--- config.mk ---
export PLATFORM = sky130hd
export DESIGN_NAME = csr_to_hybrid_ell_coo_split
export DESIGN_NICKNAME = d
export VERILOG_FILES = /design/src/design/hybsplit_pkg.sv /design/src/design/hybsplit_ctrl.sv /design/src/design/hybsplit_dp.sv /design/src/design/csr_to_hybrid_ell_coo_split.sv
export SDC_FILE = /design/constraint.sdc
export NUM_CORES = 1
export LEC_CHECK = 0
export BUFFER_PORTS_ARGS = -buffer_cell sky130_fd_sc_hd__buf_2
export CAP_MARGIN = 20
export CORE_MARGIN = 2
export CORE_UTILIZATION = 40
export CTS_BUF_LIST = sky130_fd_sc_hd__clkbuf_4 sky130_fd_sc_hd__clkbuf_8
export DETAILED_ROUTE_END_ITERATION = 10
export GPL_TIMING_DRIVEN = 0
export PLACE_DENSITY_LB_ADDON = 0.05
export SYNTH_ARGS = -nofsm -noshare
export SYNTH_HDL_FRONTEND = slang
export SYNTH_SLANG_ARGS = --single-unit
--- constraint.sdc ---
create_clock -name aclk -period 8.6 [get_ports aclk]
set_input_delay 0.43 -clock aclk [delete_from_list [all_inputs] [get_ports aclk]]
set_output_delay 0.43 -clock aclk [all_outputs]
set_load 0.05 [all_outputs]
--- src/design/hybsplit_pkg.sv ---
`timescale 1ns / 1ps

package hybsplit_pkg;

    localparam int MAX_ELL_WIDTH = 32;
    localparam int COL_W         = 31;
    localparam int INDEX_W       = 32;
    localparam int ROW_W         = 31;
    localparam int VALUE_W       = 64;
    localparam int WIDTH_W       = 6;
    localparam int CFG_DATA_W    = 32;
    localparam int S_TDATA_W     = 96;
    localparam int M_TDATA_W     = 160;

    localparam logic [WIDTH_W-1:0] MAX_ELL_W = WIDTH_W'(MAX_ELL_WIDTH);

    typedef enum logic {
        REG_ELL_WIDTH = 1'b0,
        REG_COL_PITCH = 1'b1
    } cfg_reg_t;

    typedef enum logic {
        REQ_ENTRY   = 1'b0,
        REQ_ROW_END = 1'b1
    } req_type_t;

    typedef enum logic {
        SLOT_ELL = 1'b0,
        SLOT_COO = 1'b1
    } slot_kind_t;

    typedef enum logic {
        ST_ACCEPT = 1'b0,
        ST_PAD    = 1'b1
    } state_t;

    typedef struct packed {
        logic load_entry;
        logic load_pad_first;
        logic load_pad_next;
        logic row_advance;
    } ctrl_cmd_t;

    typedef struct packed {
        logic pos_lt_width;
        logic pad_first_last;
        logic pad_next_last;
    } dp_status_t;

endpackage

--- src/design/hybsplit_ctrl.sv ---
`timescale 1ns / 1ps

module hybsplit_ctrl (
    input  logic                     aclk,
    input  logic                     aresetn,
    input  logic                     s_tvalid,
    output logic                     s_tready,
    input  logic                     req_type,
    output logic                     m_tvalid,
    input  logic                     m_tready,
    input  hybsplit_pkg::dp_status_t status,
    output hybsplit_pkg::ctrl_cmd_t  cmd
);

    hybsplit_pkg::state_t state_reg, state_next;
    logic out_valid_reg, out_valid_next;
    logic out_free;
    logic in_xfer;
    logic load;

    assign out_free = !out_valid_reg || m_tready;
    assign s_tready = (state_reg == hybsplit_pkg::ST_ACCEPT) && out_free;
    assign in_xfer  = s_tvalid && s_tready;
    assign m_tvalid = out_valid_reg;

    always_comb begin
        state_next = state_reg;
        case (state_reg)
            hybsplit_pkg::ST_ACCEPT: begin
                if (in_xfer && req_type == hybsplit_pkg::REQ_ROW_END
                        && status.pos_lt_width && !status.pad_first_last) begin
                    state_next = hybsplit_pkg::ST_PAD;
                end
            end
            hybsplit_pkg::ST_PAD: begin
                if (out_free && status.pad_next_last) begin
                    state_next = hybsplit_pkg::ST_ACCEPT;
                end
            end
            default: state_next = hybsplit_pkg::ST_ACCEPT;
        endcase
    end

    always_comb begin
        cmd = '0;
        case (state_reg)
            hybsplit_pkg::ST_ACCEPT: begin
                if (in_xfer) begin
                    if (req_type == hybsplit_pkg::REQ_ENTRY) begin
                        cmd.load_entry = 1'b1;
                    end else if (status.pos_lt_width) begin
                        cmd.load_pad_first = 1'b1;
                        cmd.row_advance    = status.pad_first_last;
                    end else begin
                        cmd.row_advance = 1'b1;
                    end
                end
            end
            hybsplit_pkg::ST_PAD: begin
                if (out_free) begin
                    cmd.load_pad_next = 1'b1;
                    cmd.row_advance   = status.pad_next_last;
                end
            end
            default: cmd = '0;
        endcase
    end

    assign load = cmd.load_entry || cmd.load_pad_first || cmd.load_pad_next;

    always_comb begin
        if (load) begin
            out_valid_next = 1'b1;
        end else if (m_tready) begin
            out_valid_next = 1'b0;
        end else begin
            out_valid_next = out_valid_reg;
        end
    end

    always_ff @(posedge aclk) begin
        if (!aresetn) begin
            state_reg     <= hybsplit_pkg::ST_ACCEPT;
            out_valid_reg <= 1'b0;
        end else begin
            state_reg     <= state_next;
            out_valid_reg <= out_valid_next;
        end
    end

endmodule

--- src/design/hybsplit_dp.sv ---
`timescale 1ns / 1ps

module hybsplit_dp (
    input  logic                                  aclk,
    input  logic                                  aresetn,
    input  logic                                  cfg_write,
    input  logic                                  cfg_index,
    input  logic [hybsplit_pkg::CFG_DATA_W-1:0]   cfg_data,
    input  logic [hybsplit_pkg::COL_W-1:0]        in_col,
    input  logic [hybsplit_pkg::VALUE_W-1:0]      in_value,
    input  hybsplit_pkg::ctrl_cmd_t               cmd,
    output hybsplit_pkg::dp_status_t              status,
    output logic                                  slot_kind,
    output logic [hybsplit_pkg::INDEX_W-1:0]      slot_address,
    output logic [hybsplit_pkg::ROW_W-1:0]        row_index,
    output logic [hybsplit_pkg::INDEX_W-1:0]      out_col,
    output logic [hybsplit_pkg::VALUE_W-1:0]      out_value,
    output logic                                  last
);

    localparam logic [hybsplit_pkg::INDEX_W-1:0] INDEX_MAX = '1;
    localparam logic [hybsplit_pkg::ROW_W-1:0]   ROW_MAX   = '1;

    logic [hybsplit_pkg::WIDTH_W-1:0] ell_width_reg;
    logic [hybsplit_pkg::INDEX_W-1:0] col_pitch_reg;
    logic [hybsplit_pkg::ROW_W-1:0]   row_reg;
    logic [hybsplit_pkg::INDEX_W-1:0] pos_reg;
    logic [hybsplit_pkg::INDEX_W-1:0] ell_ptr_reg;
    logic [hybsplit_pkg::INDEX_W-1:0] coo_count_reg;
    logic [hybsplit_pkg::WIDTH_W-1:0] pad_pos_reg;
    logic [hybsplit_pkg::INDEX_W-1:0] pad_addr_reg;

    logic                             kind_reg;
    logic [hybsplit_pkg::INDEX_W-1:0] addr_reg;
    logic [hybsplit_pkg::ROW_W-1:0]   row_out_reg;
    logic [hybsplit_pkg::INDEX_W-1:0] col_reg;
    logic [hybsplit_pkg::VALUE_W-1:0] value_reg;
    logic                             last_reg;

    logic [hybsplit_pkg::WIDTH_W-1:0] eff_width;
    logic [hybsplit_pkg::WIDTH_W-1:0] pos_plus1;
    logic [hybsplit_pkg::WIDTH_W-1:0] pad_plus1;
    logic [hybsplit_pkg::ROW_W-1:0]   row_next;

    assign eff_width = (ell_width_reg > hybsplit_pkg::MAX_ELL_W) ?
                       hybsplit_pkg::MAX_ELL_W : ell_width_reg;
    assign pos_plus1 = pos_reg[hybsplit_pkg::WIDTH_W-1:0] + 1'b1;
    assign pad_plus1 = pad_pos_reg + 1'b1;
    assign row_next  = (row_reg == ROW_MAX) ? row_reg : row_reg + 1'b1;

    assign status.pos_lt_width   = pos_reg < {{(hybsplit_pkg::INDEX_W -
                                              hybsplit_pkg::WIDTH_W){1'b0}}, eff_width};
    assign status.pad_first_last = pos_plus1 >= eff_width;
    assign status.pad_next_last  = pad_plus1 >= eff_width;

    always_ff @(posedge aclk) begin
        if (!aresetn) begin
            ell_width_reg <= '0;
            col_pitch_reg <= '0;
        end else if (cfg_write) begin
            if (cfg_index == hybsplit_pkg::REG_ELL_WIDTH) begin
                ell_width_reg <= cfg_data[hybsplit_pkg::WIDTH_W-1:0];
            end else begin
                col_pitch_reg <= cfg_data;
            end
        end
    end

    always_ff @(posedge aclk) begin
        if (!aresetn) begin
            row_reg       <= '0;
            pos_reg       <= '0;
            ell_ptr_reg   <= '0;
            coo_count_reg <= '0;
            pad_pos_reg   <= '0;
            pad_addr_reg  <= '0;
        end else begin
            if (cmd.load_entry) begin
                if (status.pos_lt_width) begin
                    ell_ptr_reg <= ell_ptr_reg + col_pitch_reg;
                end else if (coo_count_reg != INDEX_MAX) begin
                    coo_count_reg <= coo_count_reg + 1'b1;
                end
                if (pos_reg != INDEX_MAX) begin
                    pos_reg <= pos_reg + 1'b1;
                end
            end
            if (cmd.load_pad_first) begin
                pad_pos_reg  <= pos_plus1;
                pad_addr_reg <= ell_ptr_reg + col_pitch_reg;
            end
            if (cmd.load_pad_next) begin
                pad_pos_reg  <= pad_plus1;
                pad_addr_reg <= pad_addr_reg + col_pitch_reg;
            end
            if (cmd.row_advance) begin
                row_reg     <= row_next;
                pos_reg     <= '0;
                ell_ptr_reg <= {{(hybsplit_pkg::INDEX_W - hybsplit_pkg::ROW_W){1'b0}},
                                row_next};
            end
        end
    end

    always_ff @(posedge aclk) begin
        if (cmd.load_entry) begin
            kind_reg    <= status.pos_lt_width ? hybsplit_pkg::SLOT_ELL
                                               : hybsplit_pkg::SLOT_COO;
            addr_reg    <= status.pos_lt_width ? ell_ptr_reg : coo_count_reg;
            row_out_reg <= row_reg;
            col_reg     <= {1'b0, in_col};
            value_reg   <= in_value;
            last_reg    <= 1'b1;
        end else if (cmd.load_pad_first || cmd.load_pad_next) begin
            kind_reg    <= hybsplit_pkg::SLOT_ELL;
            addr_reg    <= cmd.load_pad_first ? ell_ptr_reg : pad_addr_reg;
            row_out_reg <= row_reg;
            col_reg     <= '1;
            value_reg   <= '0;
            last_reg    <= cmd.load_pad_first ? status.pad_first_last
                                              : status.pad_next_last;
        end
    end

    assign slot_kind    = kind_reg;
    assign slot_address = addr_reg;
    assign row_index    = row_out_reg;
    assign out_col      = col_reg;
    assign out_value    = value_reg;
    assign last         = last_reg;

endmodule

--- src/design/csr_to_hybrid_ell_coo_split.sv ---
`timescale 1ns / 1ps

// Splits a row-major stream of sparse nonzeros into hybrid ELL + COO slot
// writes. A nonzero entry yields one transfer: an ELL slot at row + column
// pitch * position for the first min(ell_width, 32) entries of a row, a COO
// slot from the running COO count after that. A row-end marker yields one
// padding transfer (column all ones, value zero) per unfilled ELL position,
// one per cycle from the single output register while the output is not
// stalled; the input stays stalled until the last padding transfer is loaded.
// A row-end on a full row yields no transfer. Write ell_width (index 0) and
// the column pitch (index 1) only while idle.
module csr_to_hybrid_ell_coo_split (
    input  logic                                 aclk,
    input  logic                                 aresetn,
    input  logic                                 cfg_valid,
    output logic                                 cfg_ready,
    input  logic                                 cfg_index,
    input  logic [hybsplit_pkg::CFG_DATA_W-1:0]  cfg_data,
    input  logic                                 s_tvalid,
    output logic                                 s_tready,
    input  logic [hybsplit_pkg::S_TDATA_W-1:0]   s_tdata,  // in_col, in_value, pad
    input  logic                                 s_tuser,  // req_type
    output logic                                 m_tvalid,
    input  logic                                 m_tready,
    output logic [hybsplit_pkg::M_TDATA_W-1:0]   m_tdata,  // slot_address, row_index,
                                                           // out_col, out_value, pad
    output logic                                 m_tuser,  // slot_kind
    output logic                                 m_tlast
);

    hybsplit_pkg::ctrl_cmd_t  cmd;
    hybsplit_pkg::dp_status_t status;

    logic [hybsplit_pkg::INDEX_W-1:0] slot_address;
    logic [hybsplit_pkg::ROW_W-1:0]   row_index;
    logic [hybsplit_pkg::INDEX_W-1:0] out_col;
    logic [hybsplit_pkg::VALUE_W-1:0] out_value;

    assign cfg_ready = 1'b1;

    hybsplit_ctrl u_ctrl (
        .aclk     (aclk),
        .aresetn  (aresetn),
        .s_tvalid (s_tvalid),
        .s_tready (s_tready),
        .req_type (s_tuser),
        .m_tvalid (m_tvalid),
        .m_tready (m_tready),
        .status   (status),
        .cmd      (cmd)
    );

    hybsplit_dp u_dp (
        .aclk         (aclk),
        .aresetn      (aresetn),
        .cfg_write    (cfg_valid && cfg_ready),
        .cfg_index    (cfg_index),
        .cfg_data     (cfg_data),
        .in_col       (s_tdata[30:0]),
        .in_value     (s_tdata[94:31]),
        .cmd          (cmd),
        .status       (status),
        .slot_kind    (m_tuser),
        .slot_address (slot_address),
        .row_index    (row_index),
        .out_col      (out_col),
        .out_value    (out_value),
        .last         (m_tlast)
    );

    assign m_tdata = {1'b0, out_value, out_col, row_index, slot_address};

endmodule

==> impl_metrics.py, run 1 <==
metrics = {
    "sta": {
        "setup_tns_ns": 0,
        "worst_hold_slack_ns": 0.0384,
        "slew_headroom": 0.315,
        "maxSlewViolCount": 0,
        "rsz0062_at_grt": "false",
        "hold_viol_final": 0,
        "fmax_mhz": 227,
        "setup_viol": 0,
        "layout_min_cycle_time_ns": 4.40,
        "fin_skew_ns": 0.0290,
        "finalCritPeriodShare": 0.512,
        "worst_slew_pin_slew_ns": 1.03,
    },
    "synthesis": {
        "synth_edf_count": 159,
        "synth_top_area_cell": "edfxtp_1",
        "ys_seq_elements": 366,
        "synth.yosys.seq_area_share": 0.480,
        "ys_types": 72,
        "yosysWarnings": 0,
        "netlist_instances": 1975,
        "netlist_area_sq_um": 18600,
        "synth_common_cells": "273 x nor2_1, 207 x dfxtp_1, 206 x nand2_1",
        "async_flop_share": 0,
        "synth.most_common_cell": "nor2_1",
        "ys.flop_type": "dfxtp_1",
        "avgSynthCellArea_sq_um": 9.40,
        "syn-num-nets": 2196,
        "synth_top_cell_area_share": 0.257,
        "ys_top_cells_by_area": "edfxtp_1 26%, dfxtp_1 22%, ha_1 5.7%",
    },
    "clocking": {
        "clkSlewWorstSetupHoldPaths_ns": 0.06,
        "cts_setup_buffers": 0,
        "clk_latency_ns": 0.66,
        "cts_root_buf": "clkbuf_8",
        "cts_resized": 0,
        "htree_levels": 3,
        "clock_tree.buffer_depth": 3,
        "clock-sinks": 366,
        "cts-buffers-inserted": 67,
        "cts_tree": "done",
    },
    "critical_path": {
        "cp_data_required_time_ns": 8.94,
        "critPathKind": "flip-flop to flip-flop",
        "cp_num_buf_inv": 3,
        "path_delay_family": "simple AND/OR/NAND/NOR gates",
        "slowest_delay_ns": 0.77,
        "slowest_stage": "nor2_1",
        "critical_path.max_fanout": 65,
        "critPathCaptureType": "flip-flop",
        "cp.arrival_ns": 4.74,
        "crit_path_start_kind": "flip-flop",
        "crit_chain": "inv_1, nand2_1, ha_1, nor2b_1, o211ai_1, a2111o_1, nand4_1, nor2_1, nor2_1, nand2_4, buf_16, buf_16",
    },
    "cells_and_area": {
        "n_fill_cell": 4478,
        "fin_nets": 2577,
        "drive_above_1_share": 0.187,
        "largest_reg_flops": 64,
        "syn_to_final_growth_pct": 20.3,
    },
    "global_route": {
        "grt_pass1_vias": 15498,
        "track_usage": 0.249,
        "grt_max_degree": 66,
        "globalRouteOverflowTotal": 0,
        "antenna_found_initial": 0,
        "grt_pass1_wl_um": 90000,
    },
    "floorplanning": {
        "fp.dieH_um": 219,
        "core_sq_um": 45600,
        "dieWidth_um": 219,
        "ios": 300,
        "initial_core_util": 0.408,
        "dieArea_sq_um": 48200,
        "fp-row-count": 78,
    },
    "placement": {
        "numPortBuffers": 295,
        "hpwl_um": 46000,
        "gp_congestion": 0.898,
    },
    "drt": {
        "drt-initial-drc-count": 1165,
        "wire_per_inst_um": 20.0,
        "drt_wl_total_um": 60200,
        "antenna_left": 0,
        "vias": 16040,
        "drt-pass1-iter-count": 5,
        "route.detailed.drc": 0,
        "viasPerCell": 5.33,
    },
    "job": {
        "cap_violations": 0,
    },
    "run_status": {
        "status": "complete, no violations",
    },
    "power": {
        "power.density_nw_per_um2": 210,
        "ir_worst_vdd_mv": 0.106,
        "p_leak_nw": 8.92,
    },
    "hold_path": {
        "hold_path.class": "input pin to flip-flop",
    },
}
## power breakdown
part	total [mW]	switching (mW)	internal, mW
registers	2.05	0.0784	1.97
logic	0.969	0.709	0.260
clock network	1.67	0.737	0.938
## cells in the final DEF (no fill, tap or decap), drive strengths merged, types with 14 or more instances in the layout
cell type	Yosys	layout
nor2	273	273
nor3	20	20
ha	84	84
o22ai	37	37
buf	30	327
a21oi	153	153
nor2b	16	16
nand4	30	30
dlygate4sd3	0	15
xor2	81	81
xnor2	93	93
inv	26	26
or3	17	17
and3	30	30
and2	79	79
o21ai	74	74
a21o	22	22
edfxtp	159	159
a311oi	21	21
clkinv	0	14
clkbuf	64	167
nand2	208	208
nand2b	46	46
a211oi	14	14
dfxtp	207	207
nand3	47	47
## cell type report
cell class | instances | area [sq um] | area share
diodes | 1 | 2.50 | 0.000112
plain buffers | 94 | 403 | 0.0180
clock buffers | 103 | 1230 | 0.0550
clock inverters | 17 | 104 | 0.00465
inverters | 26 | 97.6 | 0.00437
multi-input cells | 1489 | 9160 | 0.410
flip-flops and latches | 366 | 8920 | 0.399
well taps | 600 | 751 | 0.0336
repair buffers | 312 | 1680 | 0.0752
## repair_timing
| item | 4_1_cts | 5_1_grt |
|---|---|---|
| hold endpoints to repair | 15 | 0 |
| hold buffers | 15 | 0 |
| setup endpoints to repair | 0 | 0 |
## metrics by stage
| stage | cells | worst slack [ns] | cell area [sq um] | power, mW | utilization |
|---|---|---|---|---|---|
| after floorplan | 1975 | 2.64 | 18600 | 2.75 | - |
| after CTS | 3007 | 4.26 | 22300 | 4.75 | 0.490 |
| after detailed placement | 2872 | 4.29 | 20900 | 3.04 | 0.458 |
| after global routing | 3007 | 3.96 | 22300 | 4.90 | 0.490 |
| final | 3008 | 4.20 | 22400 | 4.69 | 0.490 |
| after global placement | 2870 | -0.0258 | 20800 | 3.05 | 0.456 |
## final timing paths
path              slack, ns                          startpoint                             endpoint  cells past startpoint
setup / recovery       4.20  u_dp.ell_width_reg[5]$_SDFFE_PN0P_         u_dp.row_index[14]$_DFFE_PP_                     12
hold / removal         0.04                        cfg_data[17]  u_dp.col_pitch_reg[17]$_SDFFE_PN0P_                      3
setup reg to reg       4.20  u_dp.ell_width_reg[5]$_SDFFE_PN0P_         u_dp.row_index[14]$_DFFE_PP_                     12
hold reg to reg        0.44       u_dp.row_reg[20]$_SDFFE_PN0P_         u_dp.row_index[20]$_DFFE_PP_                      0
## layer usage
metal,up-vias,part of all wire,wire (um),GRT usage
met1,7570,0.45,27300,0.337
met2,547,0.44,26600,0.390
met3,104,0.063,3820,0.0392
li1,7819,-,-,-
met5,-,0,0,0
met4,0,0.041,2450,0.117
## cells by family (layout without fill, tap and decap cells)
group,after synthesis,count (layout),synth area share
AO/OA/AOI/OAI,417,417,0.141
XOR/XNOR,174,174,0.0820
adder cells (fa/ha/maj),86,86,0.0587
buffers and inverters,120,552,0.0269
flip-flops,366,366,0.480
multiplexers,8,8,0.00431
other,2,3,0.000404
AND/OR/NAND/NOR,802,802,0.206
## tightest hold or removal path: cells and delay by family
| family | cells | cell delay (ns) |
|---|---|---|
| AO/OA/AOI/OAI | 1 | 0.05 |
| buffers and inverters | 1 | 0.10 |
| AND/OR/NAND/NOR | 1 | 0.05 |
Note: power is estimated with default switching activity, not from simulation.
==> run 2: changes to the inputs <==
- ABC_AREA: default -> 1
- clock period: 8.6 -> 3.7 ns (I/O delays scaled with it)
==> run 2 against run 1 <==
Critical path depth is 3 lower. Routed wire length increased by 40%. Largest power group unchanged. Critical endpoint is now u_dp.out_value[34]$_SDFFCE_PN0P_. Count of clock-buffer cells in the layout shrank 5. Register-to-register slack got worse by 4.0 ns. Largest cell class unchanged. Synthesized cell count grew 55%. Die area grew 17%.
==> impl_metrics.py, run 2 <==
metrics = {
    "floorplanning": {
        "dieArea_sq_um": 56300,
        "dieWidth_um": 237,
        "fp.dieH_um": 237,
        "fp-row-count": 85,
        "core_sq_um": 53800,
        "ios": 300,
        "initial_core_util": 0.404,
    },
    "placement": {
        "hpwl_um": 65500,
        "place_ws_ns": -0.343,
        "gp_congestion": 0.962,
        "numPortBuffers": 296,
    },
    "synthesis": {
        "synthAdderAreaFrac": 0.0502,
        "yosysWarnings": 0,
        "async_flop_share": 0,
        "synth_edf_count": 159,
        "synth_compound_area_frac": 0.112,
        "avgSynthCellArea_sq_um": 7.12,
        "ys_top_cells_by_area": "edfxtp_1 22%, dfxtp_1 19%, nand2_1 14%",
        "synth_common_cells": "840 x nand2_1, 396 x nor2_1, 383 x inv_1",
        "synth_top_cell_area_share": 0.219,
        "synth_top_family_by_area": "simple AND/OR/NAND/NOR gates",
        "syn-num-nets": 3278,
        "netlist_area_sq_um": 21800,
        "synth-simple-area-share": 0.302,
        "synth.most_common_cell": "nand2_1",
        "synth_xor_area_frac": 0.0342,
        "synth_top_area_cell": "edfxtp_1",
        "ys_seq_elements": 366,
        "synthMuxAreaShare": 0,
        "ys.flop_type": "dfxtp_1",
        "ys_types": 44,
        "synth.yosys.seq_area_share": 0.410,
        "netlist_instances": 3057,
    },
    "critical_path": {
        "cp.arrival_ns": 3.90,
        "critPathCaptureType": "flip-flop",
        "r2r_start": "u_ctrl.state_reg$_SDFF_PN0_",
        "cp_data_required_time_ns": 4.08,
        "critPathKind": "flip-flop to flip-flop",
        "critical_path.max_fanout": 27,
        "crit_path_start_kind": "flip-flop",
        "crit_start": "u_ctrl.state_reg$_SDFF_PN0_",
    },
    "global_route": {
        "grt_pass1_wl_um": 126000,
        "globalRouteOverflowTotal": 0,
        "grt_pass1_vias": 21085,
        "track_usage": 0.295,
        "grt_max_degree": 55,
        "antenna_found_initial": 3,
    },
    "power": {
        "ir_worst_vdd_mv": 0.272,
        "power.density_nw_per_um2": 470,
        "p_leak_nw": 12.3,
    },
    "drt": {
        "drt-initial-drc-count": 1883,
        "route.detailed.drc": 0,
        "drt_wl_total_um": 84400,
        "viasPerCell": 5.14,
        "drt-pass1-iter-count": 5,
        "antenna_left": 0,
        "vias": 22226,
        "wire_per_inst_um": 19.5,
    },
    "run_status": {
        "status": "complete, no violations",
    },
    "clocking": {
        "cts_root_buf": "clkbuf_8",
        "clkSlewWorstSetupHoldPaths_ns": 0.06,
        "clk_latency_ns": 0.68,
        "clock-sinks": 366,
        "cts_tree": "done",
        "cts-buffers-inserted": 68,
        "htree_levels": 3,
        "clock_tree.buffer_depth": 3,
    },
    "cells_and_area": {
        "final_common_cell": "nand2_1",
        "syn_to_final_growth_pct": 24.7,
        "n_fill_cell": 5452,
        "largest_reg_flops": 64,
        "fin_nets": 3790,
        "layout_common_cells": "839 x nand2_1, 395 x nor2_1, 383 x inv_1",
        "fin_util": 0.504,
        "drive_above_1_share": 0.154,
    },
    "sta": {
        "rsz0062_at_grt": "false",
        "fmax_mhz": 285,
        "setup_slack_ns": 0.187,
        "fin_skew_ns": 0.0469,
        "hold_viol_final": 0,
        "maxSlewViolCount": 0,
        "layout_min_cycle_time_ns": 3.51,
        "finalCritPeriodShare": 0.949,
        "setup_viol": 0,
        "worst_slew_pin_slew_ns": 1.15,
        "slew_headroom": 0.232,
    },
    "hold_path": {
        "min_from": "cfg_valid",
        "hold_path.class": "input pin to flip-flop",
    },
    "job": {
        "cap_violations": 0,
    },
}
==> run 2: cell count changes after synthesis, moves of 76 or more <==
cell     before  now
and2_1       79    3
inv_1        25  383
nand2_1     206  840
nand3_1      47  172
nor2_1      273  396
o21ai_0      72  177
==> run 2: path summary, 6_finish.rpt <==
check | to | slack (ns) | cells after the start
worst max-delay path | u_dp.out_value[34]$_SDFFCE_PN0P_ | 0.19 | 9
worst min register to register | u_dp.last$_SDFFE_PP1P_ | 0.45 | 2
worst max register to register | u_dp.out_value[34]$_SDFFCE_PN0P_ | 0.19 | 9
worst min-delay path | u_dp.col_pitch_reg[0]$_SDFFE_PN0P_ | 0.06 | 4
==> run 2: worst max-delay path: stages (launching register included) <==
cell	delay [ns]
dfxtp_1	0.41
a21oi_2	0.05
nand2_1	0.15
nor2_4	0.11
inv_1	0.12
clkbuf_1	0.64
clkbuf_1	0.54
clkbuf_2	0.57
nand2_8	0.29
buf_16	0.26
==> run 2: logic make-up (layout without fill, tap and decap cells) <==
kind of cell               count (synthesis)  in the layout
DFF                                      366            366
other                                      2              3
xor gates and xnor gates                  85             85
buffers and inverters                    499           1063
adders and majority gates                 86             86
AOI/OAI and AO/OA                        440            440
and+or+nand+nor                         1579           1581
==> run 2: what timing repair did <==
| action | CTS | global route |
|---|---|---|
| pin swaps | 1 | 2 |
| gates cloned | 2 | 3 |
| resized for setup | 2 | 7 |
| buffers inserted | 0 | 4 |
| endpoints found under the hold margin | 135 | 0 |
| hold buffers | 136 | 0 |
| setup endpoints to repair | 108 | 178 |
==> run 2: power by group <==
group / internal [mW] / total, mW / switching, mW
logic: 0.963 / 3.51 / 2.54
clock network: 2.34 / 4.21 / 1.87
registers: 4.69 / 5.04 / 0.343
==> run 2: final cells by class <==
class | instances | area [sq um] | area share
Sequential cell | 366 | 8920 | 0.329
Multi-Input combinational cell | 2194 | 10900 | 0.403
Clock inverter | 26 | 240 | 0.00886
Tap cell | 696 | 871 | 0.0321
Inverter | 395 | 1480 | 0.0547
Clock buffer | 98 | 1200 | 0.0444
Antenna cell | 1 | 2.50 | 0.0000923
Buffer | 104 | 502 | 0.0185
Timing Repair Buffer | 440 | 2980 | 0.110
==> run 2: per-stage QoR <==
step           setup TNS [ns]  std cells  power (mW)  hold WS (ns)  instance area, sq um
3_5_place_dp           -33.65       4050        8.40         0.438                 24100
5_1_grt                     0       4320        13.3        0.0759                 27100
6_report                    0       4320        12.8        0.0640                 27100
2_1_floorplan               0       3057        7.25         0.320                 21800
3_3_place_gp          -161.20       4049        8.38         0.434                 24100
4_1_cts                     0       4312        12.8        0.0118                 27000
==> run 2: layer usage <==
metal | up-vias | track usage | wire (um)
li1 | 10934 | - | -
met1 | 10393 | 0.417 | 39600
met2 | 756 | 0.464 | 37200
met3 | 143 | 0.0404 | 4830
met4 | 0 | 0.0962 | 2830
met5 | - | 0 | 0
